### config.mk
export PLATFORM = sky130hd
export DESIGN_NAME = accel_tilt_angle_averager_top
export DESIGN_NICKNAME = d
export VERILOG_FILES = /design/src/hw/rtl/tilt_pkg.sv /design/src/hw/rtl/tilt_isqrt.sv /design/src/hw/rtl/tilt_cordic.sv /design/src/hw/rtl/tilt_avg.sv /design/src/hw/rtl/accel_tilt_angle_averager_top.sv
export SDC_FILE = /design/constraint.sdc
export NUM_CORES = 2
export LEC_CHECK = 0
export ABC_AREA = 1
export BUFFER_PORTS_ARGS = -buffer_cell sky130_fd_sc_hd__clkbuf_2
export CORE_ASPECT_RATIO = 0.9
export CORE_MARGIN = 3
export CORE_UTILIZATION = 65
export DETAILED_ROUTE_END_ITERATION = 12
export PLACE_DENSITY = 0.8
export SETUP_SLACK_MARGIN = 0.2
export SYNTH_ARGS = -nofsm -noshare
export SYNTH_HDL_FRONTEND = slang
export SYNTH_SLANG_ARGS = --single-unit
### constraint.sdc
create_clock -name clk -period 11.7 [get_ports clk]
set_clock_uncertainty 0.2 [all_clocks]
set_input_delay 1.17 -clock clk [delete_from_list [all_inputs] [get_ports clk]]
set_output_delay 1.17 -clock clk [all_outputs]
set_load 0.02 [all_outputs]
### src/hw/rtl/tilt_pkg.sv
// Shared types, widths and constants for the accelerometer tilt averager.
package tilt_pkg;

  localparam int IN_W         = 16;
  localparam int VEC_W        = 36;
  localparam int ANG_W        = 28;
  localparam int DEG_W        = 9;
  localparam int PITCH_W      = 9;
  localparam int ROLL_W       = 8;
  localparam int CORDIC_STEPS = 24;
  localparam int STEP_W       = 5;
  localparam int ROOT_W       = 32;
  localparam int ROOT_CNT_W   = 5;
  localparam int REM_W        = 34;
  localparam int FRAC_SH      = 16;

  localparam int AVERAGE_COUNT_DEF = 5;

  localparam logic signed [ANG_W-1:0] HALF_PI_Q24 = 28'sd26353589;

  // degrees = trunc(|A| * 573 / (5 * 2^25)); /5 done as *205 >> 10
  localparam logic [9:0] DEG_MUL    = 10'd573;
  localparam int         DEG_PROD_W = ANG_W + 10;
  localparam int         DEG_SH     = 25;
  localparam int         DEG_T_W    = 12;
  localparam logic [7:0] DIV5_MUL   = 8'd205;
  localparam int         DIV5_SH    = 10;

  localparam logic [23:0] ATAN_Q24 [CORDIC_STEPS] = '{
    24'd13176795, 24'd7778716, 24'd4110060, 24'd2086331,
    24'd1047214,  24'd524117,  24'd262123,  24'd131069,
    24'd65536,    24'd32768,   24'd16384,   24'd8192,
    24'd4096,     24'd2048,    24'd1024,    24'd512,
    24'd256,      24'd128,     24'd64,      24'd32,
    24'd16,       24'd8,       24'd4,       24'd2
  };

  typedef logic signed [VEC_W-1:0] vec_t;
  typedef logic signed [ANG_W-1:0] ang_t;
  typedef logic signed [DEG_W-1:0] deg_t;

  typedef struct packed {
    logic signed [IN_W-1:0] accel_x;
    logic signed [IN_W-1:0] accel_y;
    logic signed [IN_W-1:0] accel_z;
  } sample_t;

  typedef struct packed {
    logic signed [PITCH_W-1:0] pitch_average;
    logic signed [ROLL_W-1:0]  roll_average;
  } result_t;

  typedef struct packed {
    logic start;
    vec_t yv;
    vec_t xv;
  } cordic_cmd_t;

  typedef struct packed {
    logic                   start;
    logic signed [IN_W-1:0] x;
    logic signed [IN_W-1:0] z;
  } sqrt_cmd_t;

  typedef struct packed {
    logic busy;
    logic done;
  } unit_stat_t;

endpackage

### src/hw/rtl/tilt_isqrt.sv
// Magnitude unit: floor(sqrt((x*x + z*z) * 2^32)), one root digit per cycle.
module tilt_isqrt (
  input  logic                   clk,
  input  logic                   rst,
  input  tilt_pkg::sqrt_cmd_t    cmd,
  output tilt_pkg::unit_stat_t   stat,
  output tilt_pkg::vec_t         mag
);
  import tilt_pkg::*;

  typedef enum logic [3:0] {
    P_IDLE = 4'b0001,
    P_SQX  = 4'b0010,
    P_SQZ  = 4'b0100,
    P_ROOT = 4'b1000
  } phase_t;

  phase_t                  phase;
  logic signed [IN_W-1:0]  x;
  logic signed [IN_W-1:0]  z;
  logic [2*IN_W-1:0]       sq;
  logic [REM_W-1:0]        rem;
  logic [ROOT_W-1:0]       root;
  logic [ROOT_CNT_W-1:0]   cnt;
  logic                    done;

  logic signed [IN_W-1:0]   mul_in;
  logic signed [2*IN_W-1:0] sq_prod;
  logic [REM_W+1:0]         trial_a;
  logic [REM_W+1:0]         trial_c;

  assign mul_in  = (phase == P_SQX) ? x : z;
  assign sq_prod = mul_in * mul_in;
  assign trial_a = {rem, sq[2*IN_W-1 -: 2]};
  assign trial_c = (REM_W+2)'({root, 2'b01});

  always_ff @(posedge clk) begin
    if (rst) begin
      phase <= P_IDLE;
      done  <= 1'b0;
    end else begin
      case (phase)
        P_IDLE: begin
          if (cmd.start) begin
            x     <= cmd.x;
            z     <= cmd.z;
            done  <= 1'b0;
            phase <= P_SQX;
          end
        end
        P_SQX: begin
          sq    <= sq_prod;
          phase <= P_SQZ;
        end
        P_SQZ: begin
          sq    <= sq + sq_prod;
          rem   <= '0;
          root  <= '0;
          cnt   <= '0;
          phase <= P_ROOT;
        end
        P_ROOT: begin
          if (trial_a >= trial_c) begin
            rem  <= REM_W'(trial_a - trial_c);
            root <= {root[ROOT_W-2:0], 1'b1};
          end else begin
            rem  <= trial_a[REM_W-1:0];
            root <= {root[ROOT_W-2:0], 1'b0};
          end
          sq  <= {sq[2*IN_W-3:0], 2'b00};
          cnt <= cnt + 1'b1;
          if (cnt == ROOT_CNT_W'(ROOT_W - 1)) begin
            done  <= 1'b1;
            phase <= P_IDLE;
          end
        end
        default: phase <= P_IDLE;
      endcase
    end
  end

  assign stat.busy = (phase != P_IDLE);
  assign stat.done = done;
  assign mag       = vec_t'(root);

endmodule

### src/hw/rtl/tilt_cordic.sv
// Vectoring CORDIC: one shift-add rotation per cycle, angle in Q24 radians.
module tilt_cordic (
  input  logic                  clk,
  input  logic                  rst,
  input  tilt_pkg::cordic_cmd_t cmd,
  output tilt_pkg::unit_stat_t  stat,
  output tilt_pkg::ang_t        angle
);
  import tilt_pkg::*;

  vec_t              xv;
  vec_t              yv;
  ang_t              ang;
  logic              zero;
  logic [STEP_W-1:0] step;
  logic              busy;
  logic              done;

  vec_t lx;
  vec_t ly;
  ang_t la;
  vec_t dx;
  vec_t dy;
  ang_t at;

  // fold the left half-plane into the right one
  always_comb begin
    lx = cmd.xv;
    ly = cmd.yv;
    la = '0;
    if (cmd.xv[VEC_W-1]) begin
      if (!cmd.yv[VEC_W-1] && (cmd.yv != '0)) begin
        lx = cmd.yv;
        ly = -cmd.xv;
        la = HALF_PI_Q24;
      end else begin
        lx = -cmd.yv;
        ly = cmd.xv;
        la = -HALF_PI_Q24;
      end
    end
  end

  assign dx = yv >>> step;
  assign dy = xv >>> step;
  assign at = ang_t'(ATAN_Q24[step]);

  always_ff @(posedge clk) begin
    if (rst) begin
      busy <= 1'b0;
      done <= 1'b0;
    end else if (cmd.start) begin
      xv   <= lx;
      yv   <= ly;
      ang  <= la;
      zero <= (cmd.xv == '0) && (cmd.yv == '0);
      step <= '0;
      busy <= 1'b1;
      done <= 1'b0;
    end else if (busy) begin
      if (!yv[VEC_W-1]) begin
        xv  <= xv + dx;
        yv  <= yv - dy;
        ang <= ang + at;
      end else begin
        xv  <= xv - dx;
        yv  <= yv + dy;
        ang <= ang - at;
      end
      step <= step + 1'b1;
      if (step == STEP_W'(CORDIC_STEPS - 1)) begin
        busy <= 1'b0;
        done <= 1'b1;
      end
    end
  end

  assign stat.busy = busy;
  assign stat.done = done;
  assign angle     = zero ? ang_t'(0) : ang;

endmodule

### src/hw/rtl/tilt_avg.sv
// Running sums, window count, divide by the window length and output word register.
module tilt_avg #(
  parameter int AVERAGE_COUNT = tilt_pkg::AVERAGE_COUNT_DEF
) (
  input  logic              clk,
  input  logic              rst,
  input  logic              add,
  input  tilt_pkg::deg_t    pitch_deg,
  input  tilt_pkg::deg_t    roll_deg,
  output logic              busy,
  output logic              result_valid,
  input  logic              result_stall,
  output tilt_pkg::result_t result
);
  import tilt_pkg::*;

  localparam int CNT_W    = $clog2(AVERAGE_COUNT + 1);
  localparam int SUM_W    = DEG_W + $clog2(AVERAGE_COUNT + 1);
  localparam int DIV_SH   = 24;
  localparam int RECIP_W  = DIV_SH + 1;
  localparam int RECIP_I  = ((1 << DIV_SH) + AVERAGE_COUNT - 1) / AVERAGE_COUNT;
  localparam logic [RECIP_W-1:0] RECIP = RECIP_W'(RECIP_I);
  localparam int PROD_W   = SUM_W + RECIP_W;

  typedef enum logic [3:0] {
    A_IDLE = 4'b0001,
    A_DIVP = 4'b0010,
    A_DIVR = 4'b0100,
    A_EMIT = 4'b1000
  } avg_state_t;

  avg_state_t              state;
  logic [CNT_W-1:0]        count;
  logic signed [SUM_W-1:0] pitch_sum;
  logic signed [SUM_W-1:0] roll_sum;
  logic [PROD_W-1:0]       prod;
  logic                    pitch_neg;
  logic                    roll_neg;
  logic [DEG_W-1:0]        pitch_q;

  logic [SUM_W-1:0]  mul_in;
  logic [DEG_W-1:0]  roll_q;
  logic [DEG_W-1:0]  pitch_s;
  logic [DEG_W-1:0]  roll_s;
  logic              slot_free;

  always_comb begin
    if (state == A_DIVP) begin
      mul_in = pitch_sum[SUM_W-1] ? SUM_W'(-pitch_sum) : SUM_W'(pitch_sum);
    end else begin
      mul_in = roll_sum[SUM_W-1] ? SUM_W'(-roll_sum) : SUM_W'(roll_sum);
    end
  end

  assign roll_q    = prod[DIV_SH +: DEG_W];
  assign pitch_s   = pitch_neg ? DEG_W'(~pitch_q + 1'b1) : pitch_q;
  assign roll_s    = roll_neg ? DEG_W'(~roll_q + 1'b1) : roll_q;
  assign slot_free = !result_valid || !result_stall;

  always_ff @(posedge clk) begin
    if (rst) begin
      state        <= A_IDLE;
      count        <= '0;
      pitch_sum    <= '0;
      roll_sum     <= '0;
      result_valid <= 1'b0;
    end else begin
      if (result_valid && !result_stall && (state != A_EMIT)) begin
        result_valid <= 1'b0;
      end
      case (state)
        A_IDLE: begin
          if (add) begin
            pitch_sum <= pitch_sum + SUM_W'(pitch_deg);
            roll_sum  <= roll_sum + SUM_W'(roll_deg);
            if (count == CNT_W'(AVERAGE_COUNT - 1)) begin
              count <= '0;
              state <= A_DIVP;
            end else begin
              count <= count + 1'b1;
            end
          end
        end
        A_DIVP: begin
          prod      <= PROD_W'(mul_in) * PROD_W'(RECIP);
          pitch_neg <= pitch_sum[SUM_W-1];
          state     <= A_DIVR;
        end
        A_DIVR: begin
          pitch_q  <= prod[DIV_SH +: DEG_W];
          prod     <= PROD_W'(mul_in) * PROD_W'(RECIP);
          roll_neg <= roll_sum[SUM_W-1];
          state    <= A_EMIT;
        end
        A_EMIT: begin
          if (slot_free) begin
            result.pitch_average <= pitch_s[PITCH_W-1:0];
            result.roll_average  <= roll_s[ROLL_W-1:0];
            result_valid         <= 1'b1;
            pitch_sum            <= '0;
            roll_sum             <= '0;
            state                <= A_IDLE;
          end
        end
        default: state <= A_IDLE;
      endcase
    end
  end

  assign busy = (state != A_IDLE);

endmodule

### src/hw/rtl/accel_tilt_angle_averager_top.sv
// Tilt averager top: sequencer, degree conversion and unit wiring.
// Each accepted sample word yields pitch = atan2(-x, z) and roll = atan2(y, |(x, z)|)
// in whole degrees (truncated toward zero); every AVERAGE_COUNT samples one result word
// carries both sums divided by AVERAGE_COUNT, truncated toward zero. Between acceptance of
// a sample and the next possible acceptance lie the square root unit (squaring of x and z
// and 32 root digits, overlapped with the pitch rotations) followed by the 24 roll rotations
// of the shared CORDIC unit, the degree conversion and the hand-off to the averager, and,
// when the sample closes a window, the averager's division. The sample side stalls
// throughout; a finished result word waits in its own register and does not hold up the
// next sample unless the following window closes while it is still waiting.
module accel_tilt_angle_averager_top #(
  parameter int AVERAGE_COUNT = tilt_pkg::AVERAGE_COUNT_DEF
) (
  input  logic              clk,
  input  logic              rst,
  input  logic              sample_valid,
  output logic              sample_stall,
  input  tilt_pkg::sample_t sample,
  output logic              result_valid,
  input  logic              result_stall,
  output tilt_pkg::result_t result
);
  import tilt_pkg::*;

  typedef enum logic [6:0] {
    S_IDLE   = 7'b0000001,
    S_CORDIC = 7'b0000010,
    S_DEG1   = 7'b0000100,
    S_DEG2   = 7'b0001000,
    S_WAIT   = 7'b0010000,
    S_ACC    = 7'b0100000,
    S_DRAIN  = 7'b1000000
  } state_t;

  state_t                  state;
  logic                    roll_phase;
  logic signed [IN_W-1:0]  accel_y;
  logic [DEG_PROD_W-1:0]   deg_prod;
  logic                    deg_neg;
  deg_t                    pitch_deg;
  deg_t                    roll_deg;

  logic         accept;
  cordic_cmd_t  cordic_cmd;
  unit_stat_t   cordic_stat;
  ang_t         cordic_angle;
  sqrt_cmd_t    sqrt_cmd;
  unit_stat_t   sqrt_stat;
  vec_t         mag;
  logic         avg_busy;

  logic [ANG_W-1:0]            ang_mag;
  logic [DEG_T_W-1:0]          deg_t5;
  logic [DEG_T_W+7:0]          deg_q_full;
  logic [DEG_W-1:0]            deg_q;
  deg_t                        deg_val;

  assign sample_stall = (state != S_IDLE);
  assign accept       = sample_valid && !sample_stall;

  always_comb begin
    cordic_cmd.start = accept || ((state == S_WAIT) && sqrt_stat.done);
    if (state == S_IDLE) begin
      cordic_cmd.yv = -(vec_t'(sample.accel_x) <<< FRAC_SH);
      cordic_cmd.xv = vec_t'(sample.accel_z) <<< FRAC_SH;
    end else begin
      cordic_cmd.yv = vec_t'(accel_y) <<< FRAC_SH;
      cordic_cmd.xv = mag;
    end
  end

  assign sqrt_cmd.start = accept;
  assign sqrt_cmd.x     = sample.accel_x;
  assign sqrt_cmd.z     = sample.accel_z;

  tilt_cordic u_cordic (
    .clk   (clk),
    .rst   (rst),
    .cmd   (cordic_cmd),
    .stat  (cordic_stat),
    .angle (cordic_angle)
  );

  tilt_isqrt u_isqrt (
    .clk  (clk),
    .rst  (rst),
    .cmd  (sqrt_cmd),
    .stat (sqrt_stat),
    .mag  (mag)
  );

  tilt_avg #(
    .AVERAGE_COUNT (AVERAGE_COUNT)
  ) u_avg (
    .clk          (clk),
    .rst          (rst),
    .add          (state == S_ACC),
    .pitch_deg    (pitch_deg),
    .roll_deg     (roll_deg),
    .busy         (avg_busy),
    .result_valid (result_valid),
    .result_stall (result_stall),
    .result       (result)
  );

  // Q24 radians to whole degrees
  assign ang_mag    = cordic_angle[ANG_W-1] ? ANG_W'(-cordic_angle) : ANG_W'(cordic_angle);
  assign deg_t5     = deg_prod[DEG_SH +: DEG_T_W];
  assign deg_q_full = (DEG_T_W+8)'(deg_t5) * (DEG_T_W+8)'(DIV5_MUL);
  assign deg_q      = deg_q_full[DIV5_SH +: DEG_W];
  assign deg_val    = deg_neg ? deg_t'(~deg_q + 1'b1) : deg_t'(deg_q);

  always_ff @(posedge clk) begin
    if (rst) begin
      state      <= S_IDLE;
      roll_phase <= 1'b0;
    end else begin
      case (state)
        S_IDLE: begin
          if (accept) begin
            accel_y    <= sample.accel_y;
            roll_phase <= 1'b0;
            state      <= S_CORDIC;
          end
        end
        S_CORDIC: begin
          if (cordic_stat.done) begin
            state <= S_DEG1;
          end
        end
        S_DEG1: begin
          deg_prod <= DEG_PROD_W'(ang_mag) * DEG_PROD_W'(DEG_MUL);
          deg_neg  <= cordic_angle[ANG_W-1];
          state    <= S_DEG2;
        end
        S_DEG2: begin
          if (roll_phase) begin
            roll_deg <= deg_val;
            state    <= S_ACC;
          end else begin
            pitch_deg <= deg_val;
            state     <= S_WAIT;
          end
        end
        S_WAIT: begin
          if (sqrt_stat.done) begin
            roll_phase <= 1'b1;
            state      <= S_CORDIC;
          end
        end
        S_ACC: begin
          state <= S_DRAIN;
        end
        S_DRAIN: begin
          if (!avg_busy) begin
            state <= S_IDLE;
          end
        end
        default: state <= S_IDLE;
      endcase
    end
  end

  a_busy_after_accept: assert property (@(posedge clk) disable iff (rst)
    accept |=> sample_stall)
    else $error("sample side not stalled after a word was taken");

  a_result_in_window: assert property (@(posedge clk) disable iff (rst)
    $rose(result_valid) |-> sample_stall)
    else $error("result word appeared outside sample processing");

  a_roll_start: assert property (@(posedge clk) disable iff (rst)
    ((state == S_WAIT) && sqrt_stat.done) |=> cordic_stat.busy)
    else $error("roll rotation did not start once magnitude was ready");

endmodule

Yosys cells after proc, flatten, opt, wreduce, memory -nomap -nowiden:

Memory sizes are Yosys's and may differ from the RTL's.
Index checks and enable logic that the tools add are counted.

* register bits after elaboration: 419
* latch bits: 0
* RAM bits: 0
* memory bits (read-only): 768
* input port bits: 52
* logic and storage cells: 208
* memories: 1

* $add $sub $neg: 22
* multiply operators: 4
* divide/modulo/power cells: 0
* order comparisons: 2
* eq/ne operators: 30
* shifts and indexed selects: 2
* muxes and demuxes: 64
* bitwise logic cells: 6
* reductions and logical operators: 44

Memory list
* (no name shown): words 32, bits a word 24, read ports 1, clocked after Yosys merged registers in 0, wr ports 0, RTL line tilt_cordic.sv:46 `assign at = ang_t'(ATAN_Q24[step]);`

Operator list (number)
* $mux W36: 10
* $mux W28: 7
* $pmux W32 S3: 1
* $add A36 B36 Y36: 2
* $logic_not A36 Y1: 2
* $mux W12: 6
* $mux W72: 1
* $neg A36 Y36: 2
* $sshr A36 B5 Y36: 2
* $sub A36 B36 Y36: 2
* $pmux W34 S2: 1
* $pmux W32 S2: 1
* $pmux W7 S7: 1
* $mux W24: 2
* $pmux W12 S2: 2
* $mul A28 B10 Y37 const B: 1
* $ge A36 B34 Y1: 1
* $neg A32 Y36: 1
* $reduce_bool A36 Y1: 1
* $mux W34: 1
* $sub A34 B34 Y34: 1
* $add A32 B32 Y32: 1
* $mul A16 B16 Y32: 1
* $pmux W4 S4: 2
* other kinds (54): 122

Longest topological paths before layout:

* depth in word-level cells: 8
* gate-level depth with buffers: 47
* mapped depth without buffers: 45

Modules after synthesis:

A second synthesis with hierarchy kept.

* cell total of the unflattened synthesis: 8176
* area, all modules: 56919.6 um^2

Modules (own cells, without submodules)
* tilt_isqrt: times used 1, cells an instance 2446, area an instance 19294.8 um^2
* tilt_cordic: times used 1, cells an instance 3275, area an instance 19183.4 um^2
* accel_tilt_angle_averager_top: times used 1, cells an instance 1414, area an instance 10724.0 um^2
* tilt_avg: times used 1, cells an instance 1041, area an instance 7717.4 um^2

Worst setup path after synthesis:

No wires, ideal clock.

* kind: reg-to-reg
* from: register u_isqrt.phase[2]
* to: register u_isqrt.sq[31] (data pin)
* library setup time: 257 ps
* arrival time: 7930 ps
* required time: 11243 ps
* slack: 3314 ps
* cell stages (with the launch flop): 38
* period minus slack after synthesis: 8386 ps
* cell sequence: dfxtp_1 -> nor2_1 -> inv_1 -> nor3_1 -> inv_1 -> clkbuf_1 -> nand2_1 -> o21ai_2 -> inv_1 -> clkbuf_1 -> nor2_1 -> fa_1 -> inv_1 -> fa_1 -> inv_1 -> fa_1 -> fa_1 -> fa_1 -> [... 2 more ...] -> inv_1 -> ha_1 -> a21o_1 -> a221oi_1 -> o21ai_0 -> o21bai_1 -> nand2_1 -> nand3_1 -> and2_1 -> ha_1 -> nand2_1 -> nor3_1 -> nand4_1 -> inv_1 -> a221oi_1 -> nand4_1 -> nand3_1 -> nand2_1

* longest elaborated chain between the ends: 5
* elaborated cells between the ends (all ways): 7
* those cells by class: add/sub (1); mul (1); eq/ne (3); mux (2)

RTL lines
* start: declaration: RTL line tilt_isqrt.sv:18 `phase_t phase;`
* start signal: assignment: RTL line tilt_isqrt.sv:39 `phase <= P_IDLE;`
* start signal: assignment: RTL line tilt_isqrt.sv:48 `phase <= P_SQX;`
* start signal: assignment: RTL line tilt_isqrt.sv:53 `phase <= P_SQZ;`
* $eq A4 B2 Y1: RTL line tilt_isqrt.sv:32, tilt_isqrt.sv:42
* $mux W16: RTL line tilt_isqrt.sv:32 `assign mul_in = (phase == P_SQX) ? x : z;`
* $mul A16 B16 Y32: RTL line tilt_isqrt.sv:33 `assign sq_prod = mul_in * mul_in;`
* $add A32 B32 Y32: RTL line tilt_isqrt.sv:56 `sq <= sq + sq_prod;`
* $pmux W32 S3 *: RTL line tilt_isqrt.sv:42 `case (phase)`
* end signal: assignment: RTL line tilt_isqrt.sv:52 `sq <= sq_prod;`
* end signal: assignment: RTL line tilt_isqrt.sv:56
* end signal: assignment: RTL line tilt_isqrt.sv:70 `sq <= {sq[2*IN_W-3:0], 2'b00};`
* end: declaration: RTL line tilt_isqrt.sv:21 `logic [2*IN_W-1:0] sq;`

Mark *: on every way between the ends. The rest lies on a longest branch, timed or not.
A chain may end at the register's enable or synchronous reset.

Worst setup path in the final report:

* from: register u_isqrt.phase[2]
* to: register u_isqrt.sq[30] (data pin)

The elaborated chain is that of the path after synthesis.

==> impl_metrics.tcl <==
set metrics [dict create \
    clk_latency_ns 0.67 \
    post_cts_resized 0 \
    status "complete, no violations" \
    vias_per_cell 5.99 \
    synthFlopType "edfxtp_1" \
    routed_wl_um 152000 \
    finalWeightedCongestion 1.02 \
    drv_slew 0 \
    fillers 6786 \
    die_area_um2 83900 \
    finalHoldViolCount 0 \
    path_clk_slew_ns 0.06 \
    route.vias.total 48700 \
    yosys_warnings 0 \
    grt_pass1_wl_um 243000 \
    min_period_over_period_pct 87.0 \
    cts.sinks 372 \
    fin_crit_ns 10.18 \
    drive_gt1_share_pct 4.58 \
    setup_viol 0 \
    fin_tns_setup_ns 0 \
    cp.arrival_ns 10.27 \
    grt_overflow 0 \
    synth-edff-count 325 \
    nNetsFinal 8031 \
    worstPathMaxFanout 13 \
    cp-start-kind "flip-flop" \
    initialDrtViolationCount 5362 \
    portBuffers 70 \
    grt_max_degree 78 \
    maxCapViolations 0 \
    synthCells 7068 \
    start_util_pct 65.7 \
    dp_hpwl_um 123000 \
    critical_path_class "reg -> reg" \
    synth.avg_cell_area_um2 7.40 \
    crit_slowest_cell "o21ai_1" \
    syn_area_um2 52300 \
    postRouteAntennaNets 0 \
    cts_tree "done" \
    worstPathRequired_ns 11.79 \
    cts_root_buf "clkbuf_16" \
    hold_class "reg -> reg" \
    tightest_slew_ns 1.26 \
    core-area_um2 79600 \
    slew_headroom_pct 15.6 \
    post_cts_buffers 0 \
    die_w_um 305 \
    final_common_cell "nand2_1" \
    synth-seq-area-share_pct 20.5 \
    drt_first_pass_iters 7 \
    fmax_ghz 0.0983 \
    endpoint_kind "flip-flop" \
    hold_buffers 0 \
    rsz0062_at_grt "false" \
    most-common-layout-cells "nand2_1, inv_1, nand3_1" \
    clk_path_buf_depth 3 \
    antenna_found_initial 0 \
    drc 0 \
    grt_util_all_layers_pct 35.9 \
    placementRows 98 \
    async_flop_share_pct 0 \
    grt_pass1_vias 46100 \
    h-tree-depth 2 \
    synth_seq_cells 372 \
    syn_nets 8054 \
    ys_types 67 \
    tritoncts.num_buffers 45 \
    crit_top_cell "inv_1" \
    max_stage_delay_ns 0.82 \
    syn2layout_area_growth_pct 5.07 \
    routedWlPerCell_um 18.7 \
    io_pins 71 \
    fp.dieH_um 275 \
]
## worst max-delay path, delay by kind of cell (launching register included)
family / cells / cell delay [ns]
adder cells (fa/ha/maj): 8 / 3.94
AND/OR/NAND/NOR: 15 / 2.49
buffers and inverters: 9 / 1.70
AO/OA/AOI/OAI: 2 / 0.91
flip-flops: 1 / 0.33
XOR/XNOR: 2 / 0.28
## state kept, by name (all words and copies together), names as in the netlist, 17 cells and up
register and flops:
u_cordic.xv 36, u_avg.result 17, u_cordic.yv 36, u_cordic.ang 28, u_isqrt.root 32, u_isqrt.rem 34
u_isqrt.sq 32
## through the flow
step | hold WS (ns) | utilization (%) | cells | cell area, um^2 | setup slack (ns)
final | 0.223 | 69.1 | 8131 | 55000 | 1.52
after global routing | 0.229 | 69.0 | 8130 | 54900 | 0.886
after CTS | 0.221 | 69.0 | 8130 | 54900 | 1.67
after floorplan | 0.200 | - | 7068 | 52300 | 3.31
after detailed placement | 0.206 | 67.1 | 8048 | 53400 | 1.80
after global placement | 0.204 | 67.1 | 8048 | 53400 | 2.06
## layout make-up
class / count / area, um^2 / share of cell area [%]
Antenna cell: 1 / 2.50 / 0.00455
Clock buffer: 52 / 1180 / 2.15
Clock inverter: 30 / 400 / 0.729
Inverter: 1104 / 4150 / 7.55
Multi-Input combinational cell: 5418 / 36600 / 66.6
Sequential cell: 372 / 10700 / 19.5
Tap cell: 1050 / 1310 / 2.39
Timing Repair Buffer: 104 / 606 / 1.10
## metal layers
metal	part of all wire (%)	vias up	GRT usage, %
met4	3.4	0	11.7
met1	42	22900	50.3
met2	44	2288	56.6
li1	-	23300	-
met5	0	-	0
met3	10	292	6.78
## cells in the mapped netlist (23+ instances only)
| library cell | number | area [um^2] |
|---|---|---|
| nand4_1 | 66 | 413 |
| inv_2 | 24 | 90.1 |
| a31oi_1 | 31 | 194 |
| nor4_1 | 28 | 175 |
| nor2_1 | 521 | 1960 |
| nand2_1 | 1604 | 6020 |
| nand3_1 | 670 | 3350 |
| buf_1 | 29 | 109 |
| xor2_1 | 147 | 1290 |
| o21ai_2 | 25 | 219 |
| fa_1 | 406 | 8130 |
| ha_1 | 528 | 6610 |
| inv_1 | 1070 | 4020 |
| dfxtp_1 | 47 | 941 |
| o21ai_0 | 403 | 2020 |
| xnor2_1 | 89 | 780 |
| nor3_1 | 79 | 395 |
| buf_2 | 58 | 290 |
| o21bai_1 | 23 | 173 |
| edfxtp_1 | 325 | 9760 |
| o21a_1 | 32 | 240 |
| clkbuf_1 | 66 | 248 |
| a21oi_1 | 466 | 2330 |
| a21o_1 | 38 | 285 |
| o21ai_1 | 38 | 190 |
## final timing paths
kind / startpoint / slack [ns] / depth (start not counted) / end
max: u_isqrt.phase[2]$_SDFFE_PP0P_ / 1.52 / 36 / u_isqrt.sq[30]$_DFFE_PP_
min: u_avg.prod[32]$_DFFE_PP_ / 0.22 / 0 / u_avg.pitch_q[8]$_DFFE_PP_
max reg2reg: u_isqrt.phase[2]$_SDFFE_PP0P_ / 1.52 / 36 / u_isqrt.sq[30]$_DFFE_PP_
min reg2reg: u_avg.prod[32]$_DFFE_PP_ / 0.22 / 0 / u_avg.pitch_q[8]$_DFFE_PP_
## logic make-up after synthesis
group | after synthesis | share of synthesized area, %
AO/OA/AOI/OAI | 1164 | 12.5
XOR/XNOR | 236 | 3.95
flip-flops | 372 | 20.5
multiplexers | 1 | 0.0191
AND/OR/NAND/NOR | 3083 | 25.3
adder cells (fa/ha/maj) | 934 | 28.2
buffers and inverters | 1278 | 9.64
Power is left out: the tool's default activity adds up to more than one toggle a clock period on the data nets, which glitch-free logic cannot reach.
